<file path="src/hdl/lrupr_pkg.sv">
// ----------------------------------------------------------------------------
// lrupr_pkg
// Shared widths, register map and control structs of the LRU page
// replacement block.
// ----------------------------------------------------------------------------
`default_nettype none

package lrupr_pkg;

    localparam int SLOT_W   = 3;
    localparam int COUNT_W  = 32;
    localparam int CFG_W    = 4;
    localparam int DATA_W   = 32;
    localparam int ADDR_W   = 3;
    localparam int ADDR_LSB = 2;
    localparam int INDEX_W  = ADDR_W - ADDR_LSB;

    localparam logic [CFG_W-1:0]   FRAMES_RESET      = 4'd8;
    localparam logic [INDEX_W-1:0] REG_FRAMES_IN_USE = 1'b0;

    typedef struct packed {
        logic [CFG_W-1:0] frames_in_use;
        logic             flush;
    } cfg_t;

    typedef struct packed {
        logic               hit;
        logic [SLOT_W-1:0]  slot;
        logic               evicted_valid;
        logic [COUNT_W-1:0] fault_count;
        logic               end_of_string;
    } status_t;

endpackage

`default_nettype wire

</file>
<file path="src/hdl/lrupr_cfg.sv">
// ----------------------------------------------------------------------------
// lrupr_cfg
// APB register file: holds the frame count and pulses a flush on every write
// to it.
// ----------------------------------------------------------------------------
`default_nettype none

module lrupr_cfg
(
    input  wire logic                          clk,
    input  wire logic                          rst_n,
    input  wire logic                          psel,
    input  wire logic                          penable,
    input  wire logic                          pwrite,
    input  wire logic [lrupr_pkg::ADDR_W-1:0]  paddr,
    input  wire logic [lrupr_pkg::DATA_W-1:0]  pwdata,
    output      logic [lrupr_pkg::DATA_W-1:0]  prdata,
    output      logic                          pready,
    output      lrupr_pkg::cfg_t               cfg
);

    logic [lrupr_pkg::CFG_W-1:0]   frames_reg;
    logic [lrupr_pkg::CFG_W-1:0]   frames_next;
    logic                          flush_reg;
    logic                          flush_next;
    logic [lrupr_pkg::INDEX_W-1:0] reg_index;
    logic                          wr_frames;

    assign reg_index = paddr[lrupr_pkg::ADDR_W-1:lrupr_pkg::ADDR_LSB];
    assign wr_frames = psel && penable && pwrite
                       && (reg_index == lrupr_pkg::REG_FRAMES_IN_USE);

    always_comb
    begin
        frames_next = frames_reg;
        flush_next  = 1'b0;
        if (wr_frames)
        begin
            frames_next = pwdata[lrupr_pkg::CFG_W-1:0];
            flush_next  = 1'b1;
        end
    end

    always_ff @(posedge clk or negedge rst_n)
    begin
        if (!rst_n)
        begin
            frames_reg <= lrupr_pkg::FRAMES_RESET;
            flush_reg  <= 1'b0;
        end
        else
        begin
            frames_reg <= frames_next;
            flush_reg  <= flush_next;
        end
    end

    always_comb
    begin
        prdata = '0;
        if (reg_index == lrupr_pkg::REG_FRAMES_IN_USE)
        begin
            prdata = lrupr_pkg::DATA_W'(frames_reg);
        end
    end

    assign pready            = 1'b1;
    assign cfg.frames_in_use = frames_reg;
    assign cfg.flush         = flush_reg;

endmodule

`default_nettype wire

</file>
<file path="src/hdl/lrupr_core.sv">
// ----------------------------------------------------------------------------
// lrupr_core
// Frame table with per-frame age ranks: parallel page compare, victim pick
// and rank update for one reference per cycle while process is high, plus resident and fault
// counters.
// ----------------------------------------------------------------------------
`default_nettype none

module lrupr_core #(
    parameter int FRAMES    = 8,
    parameter int PAGE_BITS = 16
)
(
    input  wire logic                  clk,
    input  wire logic                  rst_n,
    input  wire logic                  process,
    input  wire logic [PAGE_BITS-1:0]  page,
    input  wire logic                  last,
    input  wire lrupr_pkg::cfg_t       cfg,
    output      lrupr_pkg::status_t    status,
    output      logic [PAGE_BITS-1:0]  evicted_page
);

    localparam int IDX_W  = (FRAMES > 1) ? $clog2(FRAMES) : 1;
    localparam int RANK_W = IDX_W;
    localparam int FILL_W = $clog2(FRAMES + 1);
    localparam int LIM_W  = (FILL_W > lrupr_pkg::CFG_W) ? FILL_W : lrupr_pkg::CFG_W;
    localparam int COUNT_W = lrupr_pkg::COUNT_W;
    localparam int SLOT_W  = lrupr_pkg::SLOT_W;

    logic [PAGE_BITS-1:0]    page_reg [FRAMES];
    logic [RANK_W-1:0]       rank_reg [FRAMES];
    logic [RANK_W-1:0]       rank_next [FRAMES];
    logic [FILL_W-1:0]       filled_reg;
    logic [FILL_W-1:0]       filled_next;
    logic [COUNT_W-1:0]      fault_reg;
    logic [COUNT_W-1:0]      fault_next;
    logic [COUNT_W-1:0]      fault_inc;

    logic [LIM_W-1:0]        lim_ext;
    logic [FILL_W-1:0]       limit;
    logic [FRAMES-1:0]       resident;
    logic [FRAMES-1:0]       match;
    logic [FRAMES-1:0]       oldest;
    logic                    hit_w;
    logic                    full;
    logic                    evict;
    logic [IDX_W-1:0]        hit_idx;
    logic [IDX_W-1:0]        victim_idx;
    logic [IDX_W-1:0]        slot_idx;
    logic [RANK_W-1:0]       hit_rank;
    logic [RANK_W-1:0]       last_rank;
    logic [SLOT_W+IDX_W-1:0] slot_wide;

    // Clamp the configured frame count into 1..FRAMES
    always_comb
    begin
        lim_ext = LIM_W'(cfg.frames_in_use);
        priority if (lim_ext == '0)
        begin
            limit = FILL_W'(1);
        end
        else if (lim_ext > LIM_W'(FRAMES))
        begin
            limit = FILL_W'(FRAMES);
        end
        else
        begin
            limit = FILL_W'(lim_ext);
        end
    end

    assign last_rank = RANK_W'(filled_reg - FILL_W'(1));

    always_comb
    begin
        for (int i = 0; i < FRAMES; i++)
        begin
            resident[i] = FILL_W'(i) < filled_reg;
            match[i]    = resident[i] && (page_reg[i] == page);
            // ranks are dense, so the least recent frame holds the top rank
            oldest[i]   = resident[i] && (rank_reg[i] == last_rank);
        end
    end

    // Lowest matching and oldest frame
    always_comb
    begin
        hit_idx    = '0;
        victim_idx = '0;
        for (int i = FRAMES - 1; i >= 0; i--)
        begin
            if (match[i])
            begin
                hit_idx = IDX_W'(i);
            end
            if (oldest[i])
            begin
                victim_idx = IDX_W'(i);
            end
        end
    end

    assign hit_w    = |match;
    assign full     = filled_reg >= limit;
    assign evict    = !hit_w && full;
    assign hit_rank = rank_reg[hit_idx];

    always_comb
    begin
        priority if (hit_w)
        begin
            slot_idx = hit_idx;
        end
        else if (full)
        begin
            slot_idx = victim_idx;
        end
        else
        begin
            slot_idx = IDX_W'(filled_reg);
        end
    end

    // Age every other resident frame that the referenced one passes
    always_comb
    begin
        for (int i = 0; i < FRAMES; i++)
        begin
            rank_next[i] = rank_reg[i];
            if (IDX_W'(i) == slot_idx)
            begin
                rank_next[i] = '0;
            end
            else if (resident[i] && (!hit_w || (rank_reg[i] < hit_rank)))
            begin
                rank_next[i] = rank_reg[i] + RANK_W'(1);
            end
        end
    end

    assign fault_inc = (fault_reg == '1) ? fault_reg : fault_reg + COUNT_W'(1);

    always_comb
    begin
        fault_next  = hit_w ? fault_reg : fault_inc;
        filled_next = (!hit_w && !full) ? filled_reg + FILL_W'(1) : filled_reg;
    end

    always_ff @(posedge clk)
    begin
        if (process)
        begin
            for (int i = 0; i < FRAMES; i++)
            begin
                rank_reg[i] <= rank_next[i];
            end
            if (!hit_w)
            begin
                page_reg[slot_idx] <= page;
            end
        end
    end

    always_ff @(posedge clk or negedge rst_n)
    begin
        if (!rst_n)
        begin
            filled_reg <= '0;
            fault_reg  <= '0;
        end
        else if (cfg.flush || (process && last))
        begin
            filled_reg <= '0;
            fault_reg  <= '0;
        end
        else if (process)
        begin
            filled_reg <= filled_next;
            fault_reg  <= fault_next;
        end
    end

    assign slot_wide = {SLOT_W'(0), slot_idx};

    assign status.hit           = hit_w;
    assign status.slot          = slot_wide[SLOT_W-1:0];
    assign status.evicted_valid = evict;
    assign status.fault_count   = fault_next;
    assign status.end_of_string = last;
    assign evicted_page         = evict ? page_reg[victim_idx] : '0;

endmodule

`default_nettype wire

</file>
<file path="src/hdl/lru_page_replacement.sv">
// ----------------------------------------------------------------------------
// lru_page_replacement
// Fully associative LRU page replacement: one result per page reference.
//
// Usage:
//   The reference channel (ref_valid / ref_stall) carries page_number and
//   last_reference. The result channel (res_valid / res_stall) carries hit,
//   slot, evicted_valid, evicted_page, fault_count and end_of_string.
//   A transfer completes at a clock edge with valid high and stall low.
//   A reference passes through the input register and then the result
//   register, where res_valid rises; one reference is taken every cycle
//   while ref_stall is low, as the compare and rank update between the
//   input register and the result register are combinational.
//   A reference with last_reference set gets its result normally, then all
//   frames empty and the fault count returns to zero.
//   Reset empties all frames, clears the fault count and sets
//   frames_in_use to 8. Writing frames_in_use over APB (address 0) also
//   empties the frames; write it only while the block is idle.
//   While res_stall is high the result holds; one more reference is taken
//   into the input register, then ref_stall rises until the result moves.
// ----------------------------------------------------------------------------
`default_nettype none

module lru_page_replacement #(
    parameter int FRAMES    = 8,
    parameter int PAGE_BITS = 16
)
(
    input  wire logic                                clk,
    input  wire logic                                rst_n,

    input  wire logic                                psel,
    input  wire logic                                penable,
    input  wire logic                                pwrite,
    input  wire logic [lrupr_pkg::ADDR_W-1:0]        paddr,
    input  wire logic [lrupr_pkg::DATA_W-1:0]        pwdata,
    output      logic [lrupr_pkg::DATA_W-1:0]        prdata,
    output      logic                                pready,

    input  wire logic                                ref_valid,
    output      logic                                ref_stall,
    input  wire logic [PAGE_BITS-1:0]                page_number,
    input  wire logic                                last_reference,

    output      logic                                res_valid,
    input  wire logic                                res_stall,
    output      logic                                hit,
    output      logic [lrupr_pkg::SLOT_W-1:0]        slot,
    output      logic                                evicted_valid,
    output      logic [PAGE_BITS-1:0]                evicted_page,
    output      logic [lrupr_pkg::COUNT_W-1:0]       fault_count,
    output      logic                                end_of_string
);

    lrupr_pkg::cfg_t    cfg;
    lrupr_pkg::status_t status;
    lrupr_pkg::status_t status_reg;
    logic [PAGE_BITS-1:0] evicted_w;
    logic [PAGE_BITS-1:0] evicted_reg;

    logic                 in_valid_reg;
    logic                 in_valid_next;
    logic [PAGE_BITS-1:0] in_page_reg;
    logic                 in_last_reg;
    logic                 out_valid_reg;
    logic                 out_valid_next;
    logic                 process;
    logic                 take;

    lrupr_cfg u_cfg (
        .clk     (clk),
        .rst_n   (rst_n),
        .psel    (psel),
        .penable (penable),
        .pwrite  (pwrite),
        .paddr   (paddr),
        .pwdata  (pwdata),
        .prdata  (prdata),
        .pready  (pready),
        .cfg     (cfg)
    );

    lrupr_core #(
        .FRAMES    (FRAMES),
        .PAGE_BITS (PAGE_BITS)
    ) u_core (
        .clk          (clk),
        .rst_n        (rst_n),
        .process      (process),
        .page         (in_page_reg),
        .last         (in_last_reg),
        .cfg          (cfg),
        .status       (status),
        .evicted_page (evicted_w)
    );

    // Advance the held reference whenever the result register is free
    assign process   = in_valid_reg && (!out_valid_reg || !res_stall);
    assign ref_stall = in_valid_reg && !process;
    assign take      = ref_valid && !ref_stall;

    always_comb
    begin
        in_valid_next = in_valid_reg;
        if (take)
        begin
            in_valid_next = 1'b1;
        end
        else if (process)
        begin
            in_valid_next = 1'b0;
        end

        out_valid_next = out_valid_reg;
        if (process)
        begin
            out_valid_next = 1'b1;
        end
        else if (!res_stall)
        begin
            out_valid_next = 1'b0;
        end
    end

    always_ff @(posedge clk or negedge rst_n)
    begin
        if (!rst_n)
        begin
            in_valid_reg  <= 1'b0;
            out_valid_reg <= 1'b0;
        end
        else
        begin
            in_valid_reg  <= in_valid_next;
            out_valid_reg <= out_valid_next;
        end
    end

    always_ff @(posedge clk)
    begin
        if (take)
        begin
            in_page_reg <= page_number;
            in_last_reg <= last_reference;
        end
        if (process)
        begin
            status_reg  <= status;
            evicted_reg <= evicted_w;
        end
    end

    assign res_valid     = out_valid_reg;
    assign hit           = status_reg.hit;
    assign slot          = status_reg.slot;
    assign evicted_valid = status_reg.evicted_valid;
    assign evicted_page  = evicted_reg;
    assign fault_count   = status_reg.fault_count;
    assign end_of_string = status_reg.end_of_string;

endmodule

`default_nettype wire
</file>
<file path="config.mk">
export PLATFORM = sky130hd
export DESIGN_NAME = lru_page_replacement
export DESIGN_NICKNAME = d
export VERILOG_FILES = /design/src/hdl/lrupr_pkg.sv /design/src/hdl/lrupr_cfg.sv /design/src/hdl/lrupr_core.sv /design/src/hdl/lru_page_replacement.sv
export SDC_FILE = /design/constraint.sdc
export NUM_CORES = 1
export LEC_CHECK = 0
export ABC_AREA = 1
export ABC_CLOCK_PERIOD_IN_PS = 15600
export BUFFER_PORTS_ARGS = -buffer_cell sky130_fd_sc_hd__buf_2
export CAP_MARGIN = 15
export CORE_UTILIZATION = 55
export DETAILED_ROUTE_END_ITERATION = 12
export GPL_TIMING_DRIVEN = 0
export HOLD_SLACK_MARGIN = 0.05
export PLACE_DENSITY = 0.75
export SLEW_MARGIN = 25
export SYNTH_ARGS = -nofsm -noshare
export SYNTH_HDL_FRONTEND = slang
export SYNTH_HIERARCHICAL = 1
export SYNTH_SLANG_ARGS = --single-unit
</file>
<file path="constraint.sdc">
create_clock -name clk -period 15.6 [get_ports clk]
set_input_delay 0 -clock clk [delete_from_list [all_inputs] [get_ports clk]]
set_output_delay 0 -clock clk [all_outputs]
set_load 0.02 [all_outputs]
</file>
======== Yosys cells after proc, flatten, opt, wreduce, memory -nomap -nowiden ========
Memory sizes are Yosys's and may differ from the RTL's. A register that Yosys moved wholly into a read port is not among the register bits.
Index checks and enable logic that the tools add are counted.
cells by class
  $add $sub $neg .......................... 11
  magnitude comparators ................... 18
  eq/ne operators ......................... 25
  multiplexer cells ....................... 54
  bitwise logic cells ..................... 1
  reductions and logical operators ........ 57
operators by type and width
  operator                                                             number
  16-bit == test                                                       8
  32-bit two-way mux                                                   4
  3-bit two-way mux                                                    34
  1-bit logical AND                                                    33
  32-bit by 1-bit adder with 32-bit output, second input constant      1
  32-bit == test, second input constant                                1
  3-bit by 1-bit adder with 3-bit output, second input constant        8
  3-bit == test                                                        8
  3-bit < comparator                                                   8
  4-bit two-way mux                                                    6
  3-bit by 4-bit < comparator with 1-bit output, first input constant  4
  3-bit == test, first input constant                                  4
  1-bit logical OR                                                     10
  1-bit two-way mux                                                    10
  1-bit by 4-bit < comparator with 1-bit output, first input constant  2
  2-bit by 4-bit < comparator with 1-bit output, first input constant  2
  8-bit OR reduction                                                   1
  1-bit logical NOT                                                    7
  2-bit by 3-bit == test with 1-bit output, first input constant       2
  2-bit nonzero test                                                   3
  4-bit by 1-bit adder with 4-bit output, second input constant        1
  4-bit >= comparator                                                  1
  4-bit greater-than comparator, second input constant                 1
  4-bit logical NOT                                                    1
  other kinds (6)                                                      6
storage, ports and cells
  register bits after elaboration ......... 98
  bits in writable memories ............... 152
  input port bits ......................... 59
  output and inout port bits .............. 89
  memories kept ........................... 2
memories
  name             words  bits a word  read ports  clocked after memory_dff  wr ports  RTL line          RTL
  u_core.page_reg  8      16           9           1                         1         lrupr_core.sv:31  logic [PAGE_BITS-1:0] page_reg [FRAMES];
  u_core.rank_reg  8      3            9           0                         8         lrupr_core.sv:32  logic [RANK_W-1:0] rank_reg [FRAMES];

======== Longest topological paths before layout ========
An unclocked memory read counts as a cell.
  depth in word-level cells ............... 17
  gate-level depth with buffers ........... 29
  depth with buffers taken out ............ 27

======== Hierarchy ========
Netlist, hierarchy kept.
modules (own cells, without submodules)
  module                times used  cells each  area an instance (um^2)  seq. area each (um^2)
  lrupr_core            1           1575        12624.6                  5465.2
  lru_page_replacement  1           83          2227.1                   2182.1
  lrupr_cfg             1           63          476.7                    126.4

======== Worst setup path after synthesis ========
No wires, ideal clock.
  path type ............................... reg-to-reg
  start ................................... register out_valid_reg (netlist: res_valid)
  end ..................................... memory u_core.page_reg[0][0], enable pin
  library setup time ...................... 0.389 ns
  arrival ................................. 4.934 ns
  data required time ...................... 15.211 ns
  path slack .............................. 10.278 ns
  stages on the path, launching flop included .. 4
  buffers on the path ..................... 0
  cells stage by stage .................... dfrtp_1 -> a21oi_1 -> nand2_1 -> nor2_1
on the way
  word-level cells in the longest chain between the ends .. 5
ends and longest elaborated chain
  element                                  RTL line                     RTL
  start, declared                          lru_page_replacement.sv:65   logic out_valid_reg;
  start signal, assigned                   lru_page_replacement.sv:135  out_valid_reg <= out_valid_next;
  1-bit logical NOT                        lru_page_replacement.sv:98   assign process = in_valid_reg && (!out_valid_reg || !res_stall);
  1-bit logical OR                         lru_page_replacement.sv:98
  1-bit logical AND                        lru_page_replacement.sv:98
  1-bit two-way mux                        lrupr_core.sv:152            if (process)
  1-bit two-way mux (not written as such)  lrupr_core.sv:160            page_reg[slot_idx] <= page;
  end, declared                            lrupr_core.sv:31
Every way passes these cells.

==> impl_metrics.env <==
export IMPL_p_sw_frac=0.394
export IMPL_start_util=0.564
export IMPL_grt_total_usage=0.315
export IMPL_synth_main_ff_cell="edfxtp_1"
export IMPL_slew_viol_final=0
export IMPL_diodes=0
export IMPL_routed_via_density=5.62
export IMPL_p_leak_uw=0.00777
export IMPL_dieArea_um2=28500
export IMPL_syn_avg_cell_area_um2=8.91
export IMPL_yosysSeqAreaShare=0.507
export IMPL_ys_ff_latch=266
export IMPL_wirelength_um=44600
export IMPL_layout_drive_gt1_share=0.156
export IMPL_setup_tns_ns=0
export IMPL_yosys_area_top_type="edfxtp_1"
export IMPL_final_common_cell="nand2_1"
export IMPL_netlist_instances=1721
export IMPL_largest_reg_flops=128
export IMPL_grt_pass1_wl_um=67800
export IMPL_period_minus_slack_ns=5.22
export IMPL_crit_family="simple AND/OR/NAND/NOR gates"
export IMPL_critPathSlowestCell="a31oi_1"
export IMPL_clkSinkCount=266
export IMPL_dr_pass1_iters=6
export IMPL_gp_congestion=0.974
export IMPL_cts_tree="yes"
export IMPL_utilization=0.657
export IMPL_fmax_mhz=192
export IMPL_crit_path_frequent_cell="nand2_1"
export IMPL_endpoint_kind="register"
export IMPL_status="completed"
export IMPL_pre_cts_ws_ns=10.60
export IMPL_rsz0062_at_grt="false"
export IMPL_die_y_um=169
export IMPL_wl_per_cell_um=19.3
export IMPL_syn_area_um2=15300
export IMPL_drtIter0Drc=1705
export IMPL_peakVddDrop_mv=0.110
export IMPL_h_tree_depth=1
export IMPL_grt_antenna_before_repair=0
export IMPL_crit_path_max_incr_delay_ns=0.74
export IMPL_cell_internal_pwr_uw=1660
export IMPL_path_class="reg -> reg"
export IMPL_combPwrFrac=0.382
export IMPL_cts_resized_gates=0
export IMPL_syn_to_final_growth_pct=16.6
export IMPL_ios=148
export IMPL_first_global_vias=12300
export IMPL_core_rowCount=60
export IMPL_final_nets=1994
export IMPL_finalSetupViolCount=0
export IMPL_fin_crit_sh=0.334
export IMPL_slew_headroom=0.305
export IMPL_clock_latency_ns=0.57
export IMPL_core_area_um2=27200
export IMPL_cts_buffers=28
export IMPL_dp_hpwl_um=31500
export IMPL_synth_area_top_cells="edfxtp_1 (44%), nand2_1 (9.5%), dfrtp_1 (6.9%), inv_1 (5.4%), nor2_1 (4.9%)"
export IMPL_pwr_share_seq=0.377
export IMPL_die_x_um=169
export IMPL_grt_overflow=0
export IMPL_synthArstFlopShare=0.162
export IMPL_crit_buf_inv=4
export IMPL_vias=13000
export IMPL_grt_max_degree=44
export IMPL_tightest_slew_ns=1.04
export IMPL_fin_area_um2=17900
export IMPL_pwr_share_clk=0.241
export IMPL_worst_slack_ns=10.38
export IMPL_place_area_um2=16600
export IMPL_clockBufferDepth=3
export IMPL_netlist_area_leader_share=0.437
export IMPL_final_cell_mix="nand2_1 (387), edfxtp_1 (223), inv_1 (218)"
export IMPL_root_buffer="clkbuf_16"
export IMPL_drv_cap=0
export IMPL_crit_required_ns=15.83
export IMPL_path_clk_slew_ns=0.06
export IMPL_path_cells="buf_4 > inv_1 > ha_1 > nand2_1 > nand3_1 > nor4_1 > nand3_2 > clkbuf_1 > nand2_1 > mux2i_1 > a211oi_1 > a31oi_1 > ha_1 > inv_1 > a21oi_2 > nand2_1 > nand2_1 > nand2_1 > nand2_1 > a21oi_1"
export IMPL_hold_path_class="in -> async"
export IMPL_ys_warn_count=6
export IMPL_drc=0
export IMPL_path_max_fanout=10
export IMPL_switchingPower_uw=1080
export IMPL_power_density_nw_per_um2=154
export IMPL_layoutNonFillerInstCount=2304
export IMPL_io_buffers=88
export IMPL_detail_route_antenna_nets=0
export IMPL_startpoint_type="register"
export IMPL_finalHoldViolCount=0
export IMPL_clock_skew_final_ns=0.0187
export IMPL_ys_types=59
export IMPL_place_inst=2217
export IMPL_worstPathArrival_ns=5.45
export IMPL_synth_edf_count=223
==> worst register-to-register path, cell delays in order, from the launching register on <==
cell	delay (ns)
dfrtp_1	0.50
buf_4	0.28
inv_1	0.13
ha_1	0.25
nand2_1	0.21
nand3_1	0.19
nor4_1	0.34
nand3_2	0.30
clkbuf_1	0.36
nand2_1	0.24
mux2i_1	0.23
a211oi_1	0.09
a31oi_1	0.74
ha_1	0.39
inv_1	0.07
a21oi_2	0.03
nand2_1	0.07
nand2_1	0.06
nand2_1	0.05
nand2_1	0.06
a21oi_1	0.31
==> cells by family (layout without fill, tap and decap cells) <==
family          Yosys count  after routing  synth area share
fa+ha+maj                24             24            0.0196
flops                   266            266             0.507
other cells               2             29          0.000490
compound gates          191            191            0.0791
buf+inv                 327            511            0.0961
xor+xnor                113            113            0.0646
mux                       2              2           0.00139
simple gates            796            796             0.232
==> synth_stat cells (all sizes together) (2+ instances only) <==
cell type  count
a211oi         6
a21oi         64
a22oi          2
a31oi          4
a32oi          8
buf           61
clkbuf        21
conb           2
dfrtp         42
edfxtp       223
ha            24
inv          244
nand2        403
nand3         76
nand3b         2
nand4         34
nor2         210
nor3          37
nor3b          7
nor4          18
o21a           2
o21ai         46
o22ai         45
o31ai          5
o32a           6
or2            5
xnor2         34
xor2          79
==> final cells by class <==
type,count,area (um2)
Timing Repair Buffer,133,988
Clock buffer,33,719
Inverter,245,930
Sequential cell,266,7770
Tap cell,372,465
Clock inverter,18,191
Fill cell,2208,9310
Multi-Input combinational cell,1155,6250
Buffer,82,543
==> what timing repair did <==
item                      4_1_cts  5_1_grt
hold endpoints to repair       74        0
hold buffers                   36        0
setup buffers                   0        0
==> metrics by stage <==
step           power, uW  hold WS (ns)
4_1_cts             2720         0.130
6_report            2740        0.0128
3_5_place_dp        2050         0.178
3_3_place_gp        1990         0.176
5_1_grt             2870        0.0575
2_1_floorplan       1690        -0.296
==> path summary, 6_finish.rpt <==
path	depth (start not counted)	slack, ns	startpoint	endpoint
min in group clk	2	0.14	page_number[0]	in_page_reg[0]
min	2	0.01	rst_n	u_cfg/frames_reg[0]
max	20	10.38	u_core/filled_reg[0]	u_core/rank_reg[1][2]
max reg2reg	20	10.38	u_core/filled_reg[0]	u_core/rank_reg[1][2]
max in group asynchronous	2	15.18	rst_n	res_valid
min reg2reg	1	0.53	in_last_reg	end_of_string
==> layer usage <==
layer | routed length, um | global-route usage | vias up | part of all wire
met5 | 0 | 0 | - | 0
met4 | 1660 | 0.126 | 0 | 0.037
met3 | 4870 | 0.0648 | 134 | 0.11
met2 | 20200 | 0.499 | 727 | 0.45
met1 | 17800 | 0.423 | 6076 | 0.40
li1 | - | - | 6014 | -
==> power groups by stage <==
stage	logic, uW	registers [uW]	clock network [uW]
after floorplan	629	1060	0
after global placement	937	1050	0
after detailed placement	1000	1050	0
after CTS	1020	1030	671
after global routing	1120	1050	697
final	1050	1040	662
No activity file was read; power rests on OpenSTA's default activity.
